==> config.mk <==
export PLATFORM = sky130hd
export DESIGN_NAME = aofb_ram
export DESIGN_NICKNAME = d
export VERILOG_FILES = /design/src/rtl/aofb_ram.sv
export SDC_FILE = /design/constraint.sdc
export NUM_CORES = 2
export LEC_CHECK = 0
export ABC_AREA = 1
export BUFFER_PORTS_ARGS = -buffer_cell sky130_fd_sc_hd__buf_2
export CAP_MARGIN = 40
export CORE_ASPECT_RATIO = 1.2
export CORE_MARGIN = 2
export CORE_UTILIZATION = 30
export DETAILED_ROUTE_END_ITERATION = 8
export HOLD_SLACK_MARGIN = 0.03
export REMOVE_ABC_BUFFERS = 1
export SYNTH_ARGS = -nofsm -noshare
export SYNTH_HDL_FRONTEND = slang
export SYNTH_SLANG_ARGS = --single-unit
==> constraint.sdc <==
create_clock -name i_clk -period 4.78 [get_ports i_clk]
set_input_delay 0.478 -clock i_clk [delete_from_list [all_inputs] [get_ports i_clk]]
set_output_delay 0.478 -clock i_clk [all_outputs]
set_load 0.01 [all_outputs]
==> src/rtl/aofb_ram.sv <==
`default_nettype none
module aofb_ram #(
    parameter int Width = 64,
    parameter int Depth = 32
) (
    input  wire logic                     i_clk,
    input  wire logic                     i_we,
    input  wire logic [$clog2(Depth)-1:0] i_waddr,
    input  wire logic [Width-1:0]         i_wdata,
    input  wire logic [$clog2(Depth)-1:0] i_raddr,
    output logic      [Width-1:0]         o_rdata
);
    logic [Width-1:0] r_mem [Depth];

    always_ff @(posedge i_clk) begin
        if (i_we) begin
            r_mem[i_waddr] <= i_wdata;
        end
        o_rdata <= r_mem[i_raddr];
    end
endmodule
`default_nettype wire

After elaboration in Yosys (flattened, before gate mapping). Memory sizes are Yosys's and may differ from the RTL's. A register that Yosys moved wholly into a read port is not among the register bits. Cells that the tools add are included.

Register bits: 0. RAM bits: 2048. Input bits: 76. Memories: 1.

Memory list: r_mem (words 32, bits a word 64, read ports 1, clocked after Yosys merged registers in 1, write ports 1, line 13) `logic [Width-1:0] r_mem [Depth];`.

Muxes and demuxes: 2.

Operators with widths (count): $mux 1 (2).

Longest topological paths before layout.
Depth after elaboration: 2. Depth in mapped cells: 12. Depth with buffers taken out: 9.

Worst setup path after synthesis. OpenSTA, ideal clock, no wires.

Path type: in2reg. Start: input port i_waddr[0]. End: memory r_mem[0][0] (enable). Setup time: 486 ps. Arrival time: 3455 ps. Required time: 4294 ps. Path slack: 838 ps. Stages: 3. Cell sequence: inv_1 nand3_1 nor2_1.

RTL lines: start: declaration (line 8) `input wire logic [$clog2(Depth)-1:0] i_waddr,`; end: declaration (line 13).

Straight into the memory's write port.

==> results by group <==
Run status
  • Status: complete, no violations

Worst setup path
  • Largest stage delay, worst path: about 0.54 ns
  • Crit path required time: roughly 5.5 ns
  • Crit path max-delay family: buffers and inverters
  • Crit-path max FO: 128
  • Worst Path Buf+Inv: 3
  • Worst Path Arrival: ~3.1 ns
  • CP Cell Sequence: buf_8 -> inv_16 -> buf_12 -> nand2_1 -> nand3_1 -> nand3_1 -> nand3_1 -> nand3_1 -> nand2_1
  • WS Path Type: in2reg
  • Setup crit end kind: flop
  • Crit path max-delay cell type: buf_8
  • CP most frequent cell: nand3_1
  • Critical Path Start Type: primary input

Pwr
  • Peak supply drop: about 0.28 mV
  • Total Power: approximately 38 mW
  • Pleak: roughly 33 nW
  • Pwr dens: 400.9 mW/mm^2

Logic synthesis
  • Post-synthesis cell type count: 13
  • Number of synthesized register bits: 2,112
  • Adder-Cell Fraction of Synth Area: 0
  • Post-synthesis compound-gate area fraction: 0
  • Share of the synthesized area in the top cell type: 0.7410
  • Most frequent cell after synthesis: nand2_1
  • Area leader, netlist: edfxtp_1
  • Largest family of logic cells by synthesized area: simple AND/OR/NAND/NOR gates
  • EDFF count, synth: between 2,000 and 2,500
  • Avg Inst Size Synth: ~12 um^2
  • Sequential area share after synthesis: 0.7565
  • Post-Synth XOR/XNOR Area: 0
  • Mux share of post-synthesis cell area: 0
  • Ys flop type: edfxtp_1
  • Ys Warns: 0
  • Syn Std Cell Area: just over 0.08 mm^2
  • Synth async-reset ratio: 0
  • Simple-gate share of the synthesized area: 0.2175
  • Synth cell count leaders: nand2_1 (2,376), edfxtp_1 (2,048), nand3_1 (1,800)
  • Synth top area cells: edfxtp_1 (74%), nand3_1 (11%), nand2_1 (11%)
  • Mapped Cells: between 6,000 and 7,000

STA
  • Setup-failing EPs final: 0
  • Final worst path period share: 0.5035
  • WHS: roughly 0.15 ns
  • Tmin final: around 2.4 ns
  • Final number of hold-violating endpoints: 0
  • Max-Slew Margin vs Limit: 0.3756
  • Slew Viols, Final: 0
  • Maximum clock frequency: 415.5 MHz
  • Worst clock skew: approximately 0.023 ns
  • RSZ-0062 raised after global routing: false
  • Final setup TNS: 0 ns
  • Worst-margin pin slew: approximately 0.94 ns

GRT
  • Total gr overflow: 0
  • M3 GR Usage: 0.02073
  • GRT Util Overall: 0.1607
  • GRT met1 Usage: 0.1997
  • Largest net degree at the start of global routing: 169
  • Vias in the first global route: 51,400
  • Most used routing layer: met2
  • Initial antenna violation count: 27
  • Met2 Resource Use GR: 0.2823
  • Global-route wire length before repair: around 340 mm

Clock tree
  • CTS sink count: 2,112
  • TritonCTS clock tree: yes
  • Root buffer cell: clkbuf_16
  • Clock Latency Late Sink: ~0.84 ns
  • H-tree level count: 4
  • Clock buffer depth: 3
  • Post-CTS Resized: 0
  • Post-CTS setup buffers: 0
  • Total CTS buffers: between 150 and 200
  • Reg clk slew, reported paths: roughly 0.060 ns

Die
  • Initial Util: 0.3014
  • Core Region: ~0.28 mm^2
  • Die X: 484.1 um
  • I/O pins: 140
  • Standard-cell rows: approximately 210
  • Area of the die: between 0.2 and 0.3 mm^2
  • Die height: approximately 580 um

Layout
  • Syn-to-layout area delta: 13.54%
  • Layout cells sized above 1: 0.08283
  • Layout Utilization: 0.3422
  • Reg area: 0.06278 mm^2
  • Non-filler cells, final: approximately 11,000
  • Fillcell total: about 26,000
  • Multi-input gate area: approximately 0.018 mm^2
  • Final net count: roughly 7,000

Placement
  • I/O Buffers: 139
  • Placed cells: slightly above 10,000
  • Dpl hpwl: around 120 mm
  • GPL Wtd Cong: 0.7786

Routing
  • Initial DRC count: about 5,200
  • ANT nets after route: 0
  • Router iterations before antenna repair: 6
  • Post-DR wirelength/cell: around 22 um
  • Vias: around 53,000
  • WL final: about 230 mm
  • Routed vias/inst: 5.001
  • DRC Markers: 0

Job
  • Max Cap Violations: 0

Hold path
  • HP Class: in2reg
-- sequential cells by signal, summed over array words and instances (netlist names) --
register / flops
r_mem: 2048
o_rdata: 64
-- layer usage --
metal / wire (um) / vias to the layer above
met5: 105 / -
met4: 8223 / 20
met3: 13980 / 404
met2: 116900 / 1975
met1: 92550 / 26502
li1: - / 24030
-- logic make-up after synthesis --
family / Yosys count
simple gates: 4208
flops: 2112
buf+inv: 448
-- what timing repair did --
item                                    4_1_cts  5_1_grt
hold buffers                                  1        0
hold endpoints to repair                      4        0
endpoints found under the setup margin        0        0
-- final timing paths --
| kind | end | cells after the start | slack [ns] | from |
|---|---|---|---|---|
| max | o_rdata[63] | 9 | 2.37 | i_raddr[0] |
| max reg2reg | o_rdata[59] | 6 | 3.38 | r_mem[9][59] |
| min reg2reg | o_rdata[49] | 6 | 0.70 | r_mem[2][49] |
| min | r_mem[21][12] | 1 | 0.15 | i_wdata[12] |
-- final cells by class --
cell class,instances,share of cell area
clock inverters,97,0.007649
flip-flops and latches,2112,0.6663
inverters,10,0.0008100
clock buffers,258,0.05568
repair buffers,269,0.02718
diodes,9,0.0002390
well taps,3621,0.04808
multi-input cells,4208,0.1941
-- power by group --
part | internal (mW) | switching (mW)
clock network | 8.04 | 6.78
registers | 20.6 | 0.115
logic | 0.585 | 1.68
total | 29.2 | 8.57
-- through the flow --
step           setup slack [ns]  area (um^2)
3_5_place_dp              1.666        88230
4_1_cts                   2.544        94200
5_1_grt                   2.319        94220
2_1_floorplan            -1.180        80870
3_3_place_gp              1.422        87800
6_report                  2.373        94230
-- layout by cell type, fill, tap and decap left out, types with 6 or more instances in the layout --
cell,Yosys,routed
nand2_1,2376,2376
edfxtp_1,2048,2048
nand3_1,1800,1800
clkbuf_16,0,195
buf_2,275,134
buf_4,28,71
dfxtp_1,64,64
clkbuf_1,82,50
buf_12,0,43
clkinv_2,0,37
clkinv_1,0,34
nor2_4,0,32
buf_16,0,15
clkbuf_8,0,14
diode_2,0,9
inv_6,0,7
bufinv_16,0,6
(Power assumes the default switching activity.)
